### config.mk
export PLATFORM = sky130hd
export DESIGN_NAME = sorted_priority_queue
export DESIGN_NICKNAME = d
export VERILOG_FILES = /design/src/hdl/spq_pkg.sv /design/src/hdl/sorted_priority_queue.sv
export SDC_FILE = /design/constraint.sdc
export NUM_CORES = 1
export LEC_CHECK = 0
export BUFFER_PORTS_ARGS = -buffer_cell sky130_fd_sc_hd__buf_2
export CAP_MARGIN = 20
export CORE_ASPECT_RATIO = 0.8
export CORE_UTILIZATION = 40
export DETAILED_ROUTE_END_ITERATION = 16
export PLACE_DENSITY = 0.55
export SYNTH_ARGS = -nofsm -noshare
export SYNTH_HDL_FRONTEND = slang
export SYNTH_SLANG_ARGS = --single-unit
### constraint.sdc
create_clock -name clk -period 3.9 [get_ports clk]
set_input_delay 0.39 -clock clk [delete_from_list [all_inputs] [get_ports clk]]
set_output_delay 0.39 -clock clk [all_outputs]
set_load 0.02 [all_outputs]
### src/hdl/spq_pkg.sv
package spq_pkg;

    localparam int DEPTH  = 16;
    localparam int ADDR_W = $clog2(DEPTH);
    localparam int CNT_W  = $clog2(DEPTH + 1);
    localparam int DATA_W = 32;
    localparam int PRIO_W = 16;

    localparam logic [1:0] OP_ENQUEUE = 2'd0;
    localparam logic [1:0] OP_DEQUEUE = 2'd1;
    localparam logic [1:0] OP_PEEK    = 2'd2;

    localparam logic [1:0] ST_OK    = 2'd0;
    localparam logic [1:0] ST_FULL  = 2'd1;
    localparam logic [1:0] ST_EMPTY = 2'd2;

    typedef enum logic [2:0] {
        S_IDLE,
        S_PEEK,
        S_DEQ_HEAD,
        S_DEQ_SHIFT,
        S_ENQ_CMP,
        S_ENQ_PUT,
        S_EMIT
    } state_t;

    typedef struct packed {
        logic        [PRIO_W-1:0] prio;
        logic signed [DATA_W-1:0] data;
    } entry_t;

endpackage

### src/hdl/sorted_priority_queue.sv
// Bounded priority queue of spq_pkg::DEPTH entries, held in one simple dual-port
// RAM (one write and one registered read per cycle) sorted by priority with the
// head at slot 0. Equal priorities leave in arrival order. Each request (op 0
// enqueue, 1 dequeue, 2 peek) gives exactly one result transfer with head_data
// and status (0 ok, 1 full on enqueue, 2 empty on dequeue or peek); head_data is
// zero unless a dequeue or peek succeeds, and op 3 is ignored with status ok.
// Requests are processed one at a time; the cost is set by the single RAM port
// pair, which moves one entry per cycle. With c entries stored, a dequeue shifts
// c - 1 entries toward the head, and an enqueue moves every entry of strictly
// lower priority back one slot, whether or not the new item ends up as the head.
// A result that finds the output register still held waits in the EMIT state,
// and stays there for as long as the receiver keeps stalling. The RAM needs no
// clearing after reset: only data from slots below the entry count is ever used.
module sorted_priority_queue
(
    input  logic                              clk,
    input  logic                              rst_n,
    // request channel
    input  logic                              in_valid,
    output logic                              in_ready,
    input  logic [1:0]                        op,
    input  logic signed [spq_pkg::DATA_W-1:0] item_data,
    input  logic [spq_pkg::PRIO_W-1:0]        item_priority,
    // result channel
    output logic                              out_valid,
    input  logic                              out_ready,
    output logic signed [spq_pkg::DATA_W-1:0] head_data,
    output logic [1:0]                        status
);
    import spq_pkg::*;

    // queue storage
    entry_t mem [DEPTH];
    entry_t rd_data_reg;

    logic              mem_we;
    logic [ADDR_W-1:0] mem_waddr;
    entry_t            mem_wdata;
    logic [ADDR_W-1:0] mem_raddr;

    // control state
    state_t                    state_reg, state_next;
    logic [CNT_W-1:0]          count_reg, count_next;
    logic [ADDR_W-1:0]         ptr_reg, ptr_next;     // slot being filled on enqueue, read on dequeue
    entry_t                    key_reg, key_next;     // item being inserted
    logic signed [DATA_W-1:0]  res_data_reg, res_data_next;
    logic [1:0]                res_status_reg, res_status_next;

    // output register
    logic                      out_valid_reg, out_valid_next;
    logic signed [DATA_W-1:0]  head_data_reg, head_data_next;
    logic [1:0]                status_reg, status_next;

    // finish request from the sequencer
    logic                      fin;
    logic signed [DATA_W-1:0]  fin_data;
    logic [1:0]                fin_status;
    logic                      out_free;

    assign out_free  = !out_valid_reg || out_ready;
    assign out_valid = out_valid_reg;
    assign head_data = head_data_reg;
    assign status    = status_reg;

    // RAM: one write port, one read port with registered data
    always_ff @(posedge clk)
    begin
        if (mem_we)
        begin
            mem[mem_waddr] <= mem_wdata;
        end
        rd_data_reg <= mem[mem_raddr];
    end

    always_comb
    begin
        state_next      = state_reg;
        count_next      = count_reg;
        ptr_next        = ptr_reg;
        key_next        = key_reg;
        res_data_next   = res_data_reg;
        res_status_next = res_status_reg;
        mem_we          = 1'b0;
        mem_waddr       = ptr_reg;
        mem_wdata       = key_reg;
        mem_raddr       = '0;
        fin             = 1'b0;
        fin_data        = '0;
        fin_status      = ST_OK;
        in_ready        = 1'b0;

        case (state_reg)
            S_IDLE:
            begin
                in_ready = 1'b1;
                if (in_valid)
                begin
                    case (op)
                        OP_ENQUEUE:
                        begin
                            if (count_reg == CNT_W'(DEPTH))
                            begin
                                fin        = 1'b1;
                                fin_status = ST_FULL;
                            end
                            else
                            begin
                                key_next.prio = item_priority;
                                key_next.data = item_data;
                                count_next    = count_reg + 1'b1;
                                ptr_next      = count_reg[ADDR_W-1:0];
                                // look at the current tail first
                                mem_raddr     = count_reg[ADDR_W-1:0] - 1'b1;
                                state_next    = (count_reg == '0) ? S_ENQ_PUT : S_ENQ_CMP;
                            end
                        end
                        OP_DEQUEUE:
                        begin
                            if (count_reg == '0)
                            begin
                                fin        = 1'b1;
                                fin_status = ST_EMPTY;
                            end
                            else
                            begin
                                count_next = count_reg - 1'b1;
                                mem_raddr  = '0;
                                state_next = S_DEQ_HEAD;
                            end
                        end
                        OP_PEEK:
                        begin
                            if (count_reg == '0)
                            begin
                                fin        = 1'b1;
                                fin_status = ST_EMPTY;
                            end
                            else
                            begin
                                mem_raddr  = '0;
                                state_next = S_PEEK;
                            end
                        end
                        default:
                        begin
                            fin = 1'b1;
                        end
                    endcase
                end
            end

            S_PEEK:
            begin
                fin      = 1'b1;
                fin_data = rd_data_reg.data;
            end

            S_DEQ_HEAD:
            begin
                // count_reg already holds the post-dequeue count
                res_data_next = rd_data_reg.data;
                if (count_reg == '0)
                begin
                    fin      = 1'b1;
                    fin_data = rd_data_reg.data;
                end
                else
                begin
                    mem_raddr  = ADDR_W'(1);
                    ptr_next   = ADDR_W'(1);
                    state_next = S_DEQ_SHIFT;
                end
            end

            S_DEQ_SHIFT:
            begin
                // rd_data_reg holds slot ptr; move it one toward the head
                mem_we    = 1'b1;
                mem_waddr = ptr_reg - 1'b1;
                mem_wdata = rd_data_reg;
                if (CNT_W'(ptr_reg) == count_reg)
                begin
                    fin      = 1'b1;
                    fin_data = res_data_reg;
                end
                else
                begin
                    mem_raddr = ptr_reg + 1'b1;
                    ptr_next  = ptr_reg + 1'b1;
                end
            end

            S_ENQ_CMP:
            begin
                // rd_data_reg holds slot ptr-1
                mem_we    = 1'b1;
                mem_waddr = ptr_reg;
                if (rd_data_reg.prio < key_reg.prio)
                begin
                    mem_wdata = rd_data_reg;
                    ptr_next  = ptr_reg - 1'b1;
                    if (ptr_reg == ADDR_W'(1))
                    begin
                        state_next = S_ENQ_PUT;
                    end
                    else
                    begin
                        mem_raddr = ptr_reg - ADDR_W'(2);
                    end
                end
                else
                begin
                    mem_wdata = key_reg;
                    fin       = 1'b1;
                end
            end

            S_ENQ_PUT:
            begin
                mem_we    = 1'b1;
                mem_waddr = ptr_reg;
                mem_wdata = key_reg;
                fin       = 1'b1;
            end

            S_EMIT:
            begin
                fin        = 1'b1;
                fin_data   = res_data_reg;
                fin_status = res_status_reg;
            end

            default:
            begin
                state_next = S_IDLE;
            end
        endcase

        // result goes straight to the output register, or waits in EMIT
        out_valid_next = out_valid_reg && !out_ready;
        head_data_next = head_data_reg;
        status_next    = status_reg;
        if (fin)
        begin
            if (out_free)
            begin
                out_valid_next = 1'b1;
                head_data_next = fin_data;
                status_next    = fin_status;
                state_next     = S_IDLE;
            end
            else
            begin
                res_data_next   = fin_data;
                res_status_next = fin_status;
                state_next      = S_EMIT;
            end
        end
    end

    always_ff @(posedge clk or negedge rst_n)
    begin
        if (!rst_n)
        begin
            state_reg     <= S_IDLE;
            count_reg     <= '0;
            out_valid_reg <= 1'b0;
        end
        else
        begin
            state_reg     <= state_next;
            count_reg     <= count_next;
            out_valid_reg <= out_valid_next;
        end
    end

    always_ff @(posedge clk)
    begin
        ptr_reg        <= ptr_next;
        key_reg        <= key_next;
        res_data_reg   <= res_data_next;
        res_status_reg <= res_status_next;
        head_data_reg  <= head_data_next;
        status_reg     <= status_next;
    end

    // entry count stays within the queue depth
    assert property (@(posedge clk) disable iff (!rst_n)
        count_reg <= CNT_W'(DEPTH))
        else $error("entry count above depth");

    // every RAM write lands inside the occupied region
    assert property (@(posedge clk) disable iff (!rst_n)
        mem_we |-> (CNT_W'(mem_waddr) < count_reg))
        else $error("RAM write outside occupied slots");

    // an accepted enqueue with room grows the queue by one
    assert property (@(posedge clk) disable iff (!rst_n)
        (in_valid && in_ready && op == OP_ENQUEUE && count_reg != CNT_W'(DEPTH))
        |=> (count_reg == $past(count_reg) + 1'b1))
        else $error("enqueue did not grow the queue");

    // failed requests report zero data
    assert property (@(posedge clk) disable iff (!rst_n)
        (out_valid && status != ST_OK) |-> (head_data == '0))
        else $error("nonzero data with error status");

    // no new request while one is still in progress
    assert property (@(posedge clk) disable iff (!rst_n)
        (state_reg != S_IDLE) |-> !in_ready)
        else $error("request taken while busy");

endmodule

==> results.cfg, run 1 <==
[critical_path]
crit_type = reg2reg
crit_required_ns = 4.42
timing.rr.end = rd_data_reg[37]
worst_ep_arrival_time_ns = 4.26
cp-end-kind = register
reg2reg_depth = 12
rrSetupSlack_ns = 0.16
worstPathMaxFanout = 31
cp-start-kind = register
r2r-start = key_reg[43]

[synthesis]
synth_top_area_share_pct = 69.3
ys_top_cells_by_area = edfxtp_1 69%, mux2i_1 8.6%, dfxtp_1 4.3%
ys_ff_latch = 945
synth.cell_area_sq_um = 37100
ys_types = 61
synth_edf_count = 856
synthArstFlopShare_pct = 0.952
synth_ff_type = edfxtp_1
ys_seq_area_share_pct = 74.2
syn_nets = 2215
yosys_warnings = 0
syn_avg_cell_area_sq_um = 17.4
syn_inst = 2128
yosys.area.top_type = edfxtp_1

[layout]
final_common_cell = edfxtp_1
mostFrequentLayoutCells = 856 x edfxtp_1, 320 x mux2i_1, 149 x o22ai_1
layout-drive-gt1-share_pct = 22.6
layout.nets = 2459
antenna_cells = 0
syn2layout_area_growth_pct = 17.8
final_util_pct = 47.7
largest_reg_flops = 768

[floorplan]
rows = 99
die_y_um = 274
initial_core_util_pct = 40.5
die_w_um = 343
dieArea_sq_um = 94000
pin_count = 90
core-area_sq_um = 91500

[detailed_routing]
wl_um = 94900
drt_iter0_markers = 1733
top_layer_used = met4
met2_length_um = 43500
drc = 9
route.met3.wl_um = 5620
postRouteAntennaNets = 0
wire_per_inst_um = 25.9
vias = 20200
vias_per_cell = 5.53
wl_met1_um = 44400
drt-pass1-iter-count = 13

[clock_tree]
cts_tree = done
cts.clk_slew.worst_paths_ns = 0.06
cts_buffer_depth = 3
clk_latency_ns = 0.67
cts-htree-levels = 3
cts_made_buffers = 94
cts_sinks = 945
cts_root_buffer = clkbuf_16

[power]
peakVddDrop_mv = 0.493
leakage_uw = 0.0148
finalPower_uw = 32600
power_density_nw_per_um2 = 745

[sta]
rsz0062_at_grt = no
setup-violations-final = 0
period_share_pct = 95.9
relSlewSlack_pct = 31.7
fin_tns_setup_ns = 0
post-route-min-period_ns = 3.74
setup_ws_ns = 0.158
hold_violations = 0
fmax_ghz = 0.267
tightest_slew_ns = 1.02
clock-skew-final_ns = 0.0217
finalMaxSlewViolations = 0

[global_route]
grt_max_degree = 49
grt_first_pass_wirelength_um = 138000
overflow = 0
grt_pass1_vias = 20300
grt_usage_pct = 20.3
antenna_found_initial = 0

[placed_design]
place.gp.congestion = 0.783
numPortBuffers = 89
hpwl_um = 51500
pre_cts_slack_ns = 0.139

[run_status]
outcome = finished, violations left
violations = DRC

[hold_path]
hp-class = in2async

[job]
maxCapViolations = 0
[power breakdown]
| group | switching [uW] | internal, uW | total, uW |
|---|---|---|---|
| registers | 703 | 13000 | 13700 |
| logic | 5790 | 4210 | 10000 |
| clock network | 3820 | 5050 | 8870 |
| total | 10300 | 22200 | 32600 |
[worst max-delay path by stage]
| stage | start | depth (start not counted) | endpoint |
|---|---|---|---|
| 2_1_floorplan | ptr_reg[2] | 8 | mem[13][0] |
| 3_3_place_gp | state_reg[1] | 11 | rd_data_reg[27] |
| 3_5_place_dp | state_reg[1] | 11 | rd_data_reg[27] |
| 4_1_cts | state_reg[1] | 11 | rd_data_reg[27] |
| 5_1_grt | key_reg[41] | 13 | rd_data_reg[7] |
| 6_report | key_reg[43] | 12 | rd_data_reg[37] |
[worst max-delay path: stages (launching register included)]
cell and delay [ns]:
edfxtp_1 0.36, inv_1 0.05, ha_1 0.30, and4_1 0.28, nand4_1 0.19, o32a_1 0.35, and3_1 0.18, a311o_2 0.42
buf_12 0.19, buf_12 0.18, mux2_2 0.29, a22o_1 0.23, or4_1 0.54
[stage by stage]
stage / std cells / hold WS (ns) / area, sq um
2_1_floorplan: 2128 / 0.0944 / 37100
3_3_place_gp: 3439 / 0.266 / 40200
3_5_place_dp: 3439 / 0.267 / 40200
4_1_cts: 3664 / 0.0875 / 43700
5_1_grt: 3664 / 0.123 / 43700
6_report: 3664 / 0.122 / 43700
[repair_timing]
action | 4_1_cts | 5_1_grt
endpoints found under the hold margin | 57 | 0
resized for setup | 0 | 1
endpoints found under the setup margin | 0 | 42
buffers inserted | 0 | 0
hold buffers | 49 | 0
[cell type report]
cell class | instances | area [sq um]
clock buffers | 126 | 2640
clock inverters | 50 | 412
fillers | 7576 | 47800
inverters | 28 | 105
multi-input cells | 1034 | 9090
flip-flops and latches | 945 | 27500
well taps | 1212 | 1520
repair buffers | 269 | 2410
[synth_stat cells, types with 7 or more instances]
| master | number |
|---|---|
| edfxtp_1 | 856 |
| mux2i_1 | 320 |
| o22ai_1 | 149 |
| mux2_2 | 99 |
| a22o_1 | 80 |
| dfxtp_1 | 80 |
| clkbuf_1 | 64 |
| a21oi_1 | 48 |
| or4_1 | 48 |
| mux2_4 | 44 |
| nor3_1 | 39 |
| buf_2 | 33 |
| ha_1 | 32 |
| nand2_1 | 32 |
| nor2_1 | 29 |
| inv_1 | 28 |
| o21ai_0 | 14 |
| xnor2_1 | 12 |
| buf_4 | 10 |
| dfrtp_1 | 9 |
| nand2b_1 | 9 |
| buf_6 | 8 |
| nand3_1 | 8 |
| xor2_1 | 8 |
| nor2b_1 | 7 |
[cell families after synthesis]
logic type / after synthesis / share of synthesized area, %
multiplexers: 464 / 13.4
AO/OA/AOI/OAI: 325 / 5.99
flip-flops: 945 / 74.2
XOR/XNOR: 20 / 0.472
adder cells (fa/ha/maj): 33 / 1.13
AND/OR/NAND/NOR: 192 / 2.88
buffers and inverters: 149 / 1.88
[per-layer routing]
layer | vias up | GRT usage, %
met2 | 597 | 31.4
met5 | - | 0
met3 | 103 | 3.92
met4 | 0 | 4.14
met1 | 10500 | 29.6
li1 | 9003 | -
(Power assumes the default switching activity.)
==> run 2, diff against run 1 <==
--- a/config.mk
+++ b/config.mk
@@ -5,6 +5,7 @@
 export SDC_FILE = /design/constraint.sdc
 export NUM_CORES = 1
 export LEC_CHECK = 0
+export ABC_AREA = 1
 export BUFFER_PORTS_ARGS = -buffer_cell sky130_fd_sc_hd__buf_2
 export CAP_MARGIN = 20
 export CORE_ASPECT_RATIO = 0.8
==> run 2 against run 1 <==
Against the previous run:
- the run now ends clean
- worst setup slack improved by 0.45 ns
- clock power is 2.5% lower
- clock-buffer cell count increased by 8
- synthesized area grew 11%
- total power up 8.2%
- critical path depth is 4 higher
- hold slack gained 0.0019 ns
- sequential cell count unchanged
- critical path type unchanged
==> results.cfg, run 2 <==
[clock_tree]
cts_root_buffer = clkbuf_16
clk_latency_ns = 0.69
cts_tree = done
cts_resized = 0
cts-htree-levels = 3
cts_sinks = 945
cts_buffer_depth = 3
cts_made_buffers = 91
cts.clk_slew.worst_paths_ns = 0.07
post_cts_buffers = 0

[layout]
mostFrequentLayoutCells = 878 x nand3_1, 856 x edfxtp_1, 653 x nand2_1
final_common_cell = nand3_1
layout-drive-gt1-share_pct = 9.46
n_fill_cell = 9341
layout.nets = 4039
final_util_pct = 46.2
largest_reg_flops = 768
antenna_cells = 0
syn2layout_area_growth_pct = 13.8

[detailed_routing]
postRouteAntennaNets = 0
vias = 27600
drc = 0
drt-pass1-iter-count = 5
vias_per_cell = 5.16
drt_iter0_markers = 2435
wl_um = 111000
wire_per_inst_um = 20.7

[sta]
period_share_pct = 84.4
rsz0062_at_grt = no
post-route-min-period_ns = 3.29
clock-skew-final_ns = 0.0306
hold_violations = 0
finalMaxSlewViolations = 0
tightest_slew_ns = 1.04
fmax_ghz = 0.304
fin_tns_setup_ns = 0
relSlewSlack_pct = 30.7
setup-violations-final = 0

[floorplan]
initial_core_util_pct = 40.6
die_y_um = 289
die_w_um = 360
rows = 104
core-area_sq_um = 101000
dieArea_sq_um = 104000
pin_count = 90

[power]
power_density_nw_per_um2 = 753
peakVddDrop_mv = 0.515
leakage_uw = 0.0189

[synthesis]
ys_seq_area_share_pct = 67.0
syn_avg_cell_area_sq_um = 10.7
yosys.area.top_type = edfxtp_1
ys_top_cells_by_area = edfxtp_1 63%, nand3_1 11%, nand2_1 6.0%
synth_common_cells = 878 x nand3_1, 856 x edfxtp_1, 656 x nand2_1, 651 x inv_1, 144 x nand3b_1
syn_inst = 3839
synth_ff_type = edfxtp_1
syn_nets = 3926
ys_ff_latch = 945
synthArstFlopShare_pct = 0.952
synth.cell_area_sq_um = 41100
synth_top_area_share_pct = 62.5
synth_edf_count = 856
yosysMostFrequentCell = nand3_1
ys_types = 39
yosys_warnings = 0

[placed_design]
hpwl_um = 55500
place.gp.congestion = 0.839
numPortBuffers = 89

[critical_path]
worstPathMaxFanout = 46
r2r-start = key_reg[47]
worst_ep_arrival_time_ns = 3.86
reg2reg_depth = 16
setup.worst_path.start = key_reg[47]
cp-start-kind = register
cp-end-kind = register
crit_required_ns = 4.46
crit_type = reg2reg

[global_route]
grt_usage_pct = 21.3
grt_max_degree = 196
antenna_found_initial = 0
grt_first_pass_wirelength_um = 167000
overflow = 0
grt_pass1_vias = 26400

[run_status]
outcome = completed

[job]
maxCapViolations = 0

[hold_path]
hp-class = in2async
==> run 2: changes by cell type after synthesis, sizes merged, moves of 129 or more <==
cell / previous run / this run
nand3: 8 / 881
mux2i: 320 / 0
inv: 28 / 658
nand2: 32 / 658
mux2: 144 / 15
nand3b: 2 / 144
==> run 2: kinds of logic after synthesis <==
kind of cell	after synthesis	synth area share (%)
xor+xnor	11	0.234
compound gates	182	2.40
flops	945	67.0
buf+inv	885	8.66
simple gates	1768	20.3
mux	15	0.411
fa+ha+maj	33	1.02
==> run 2: worst paths after layout <==
| kind | endpoint | slack (ns) |
|---|---|---|
| hold / removal | count_reg[2] | 0.12 |
| hold reg to reg | count_reg[4] | 0.56 |
| min in group clk | res_data_reg[8] | 0.16 |
| setup / recovery | rd_data_reg[29] | 0.61 |
| max in group asynchronous | count_reg[3] | 3.59 |
| setup reg to reg | rd_data_reg[29] | 0.61 |
==> run 2: power breakdown <==
part           switching, uW  internal, uW  total [uW]
Sequential               546         13500       14000
Combinational           8820          3740       12600
Clock                   3790          4860        8650
==> run 2: worst max-delay path, cell delays in order, from the launching register on <==
cell and delay, ns:
edfxtp_1 0.35, inv_1 0.05, ha_1 0.28, nand2_1 0.05, inv_1 0.06, nand3_1 0.09, nor2_1 0.25, nand2_1 0.21
nand2_1 0.23, inv_1 0.08, nand2_1 0.10, nand2_4 0.07, inv_4 0.60, buf_4 0.43, nand3_1 0.12, nand3_1 0.09
nand2_1 0.06
==> run 2: layout make-up <==
class | instances | area, sq um | area share (%)
inverter | 658 | 2480 | 5.30
multi-input combinational | 2009 | 10200 | 21.8
clock buffer | 134 | 2590 | 5.54
timing repair buffer | 247 | 2050 | 4.39
clock inverter | 33 | 264 | 0.564
sequential | 945 | 27500 | 58.8
tap | 1325 | 1660 | 3.54
==> run 2: what timing repair did <==
item | in CTS | in global routing
endpoints found under the hold margin | 57 | 0
hold buffers | 49 | 0
setup endpoints to repair | 0 | 0
==> run 2: metrics by stage <==
step / setup WS, ns / area [sq um] / cells / hold slack, ns / power (uW)
after floorplan: 0.00922 / 41100 / 3839 / 0.0944 / 22600
after global placement: 0.626 / 43400 / 5133 / 0.263 / 26700
final: 0.607 / 46800 / 5351 / 0.124 / 35200
after detailed placement: 0.577 / 43400 / 5133 / 0.260 / 26800
after CTS: 0.570 / 46800 / 5349 / 0.0769 / 35500
after global routing: 0.336 / 46800 / 5351 / 0.105 / 37300
==> run 2: metal layers <==
layer,vias to the layer above,track usage (%),routed length (um)
met4,0,5.67,2590
met2,780,34.4,51600
met3,163,3.34,6170
met1,13500,30.0,50600
li1,13200,-,-
met5,-,0,0
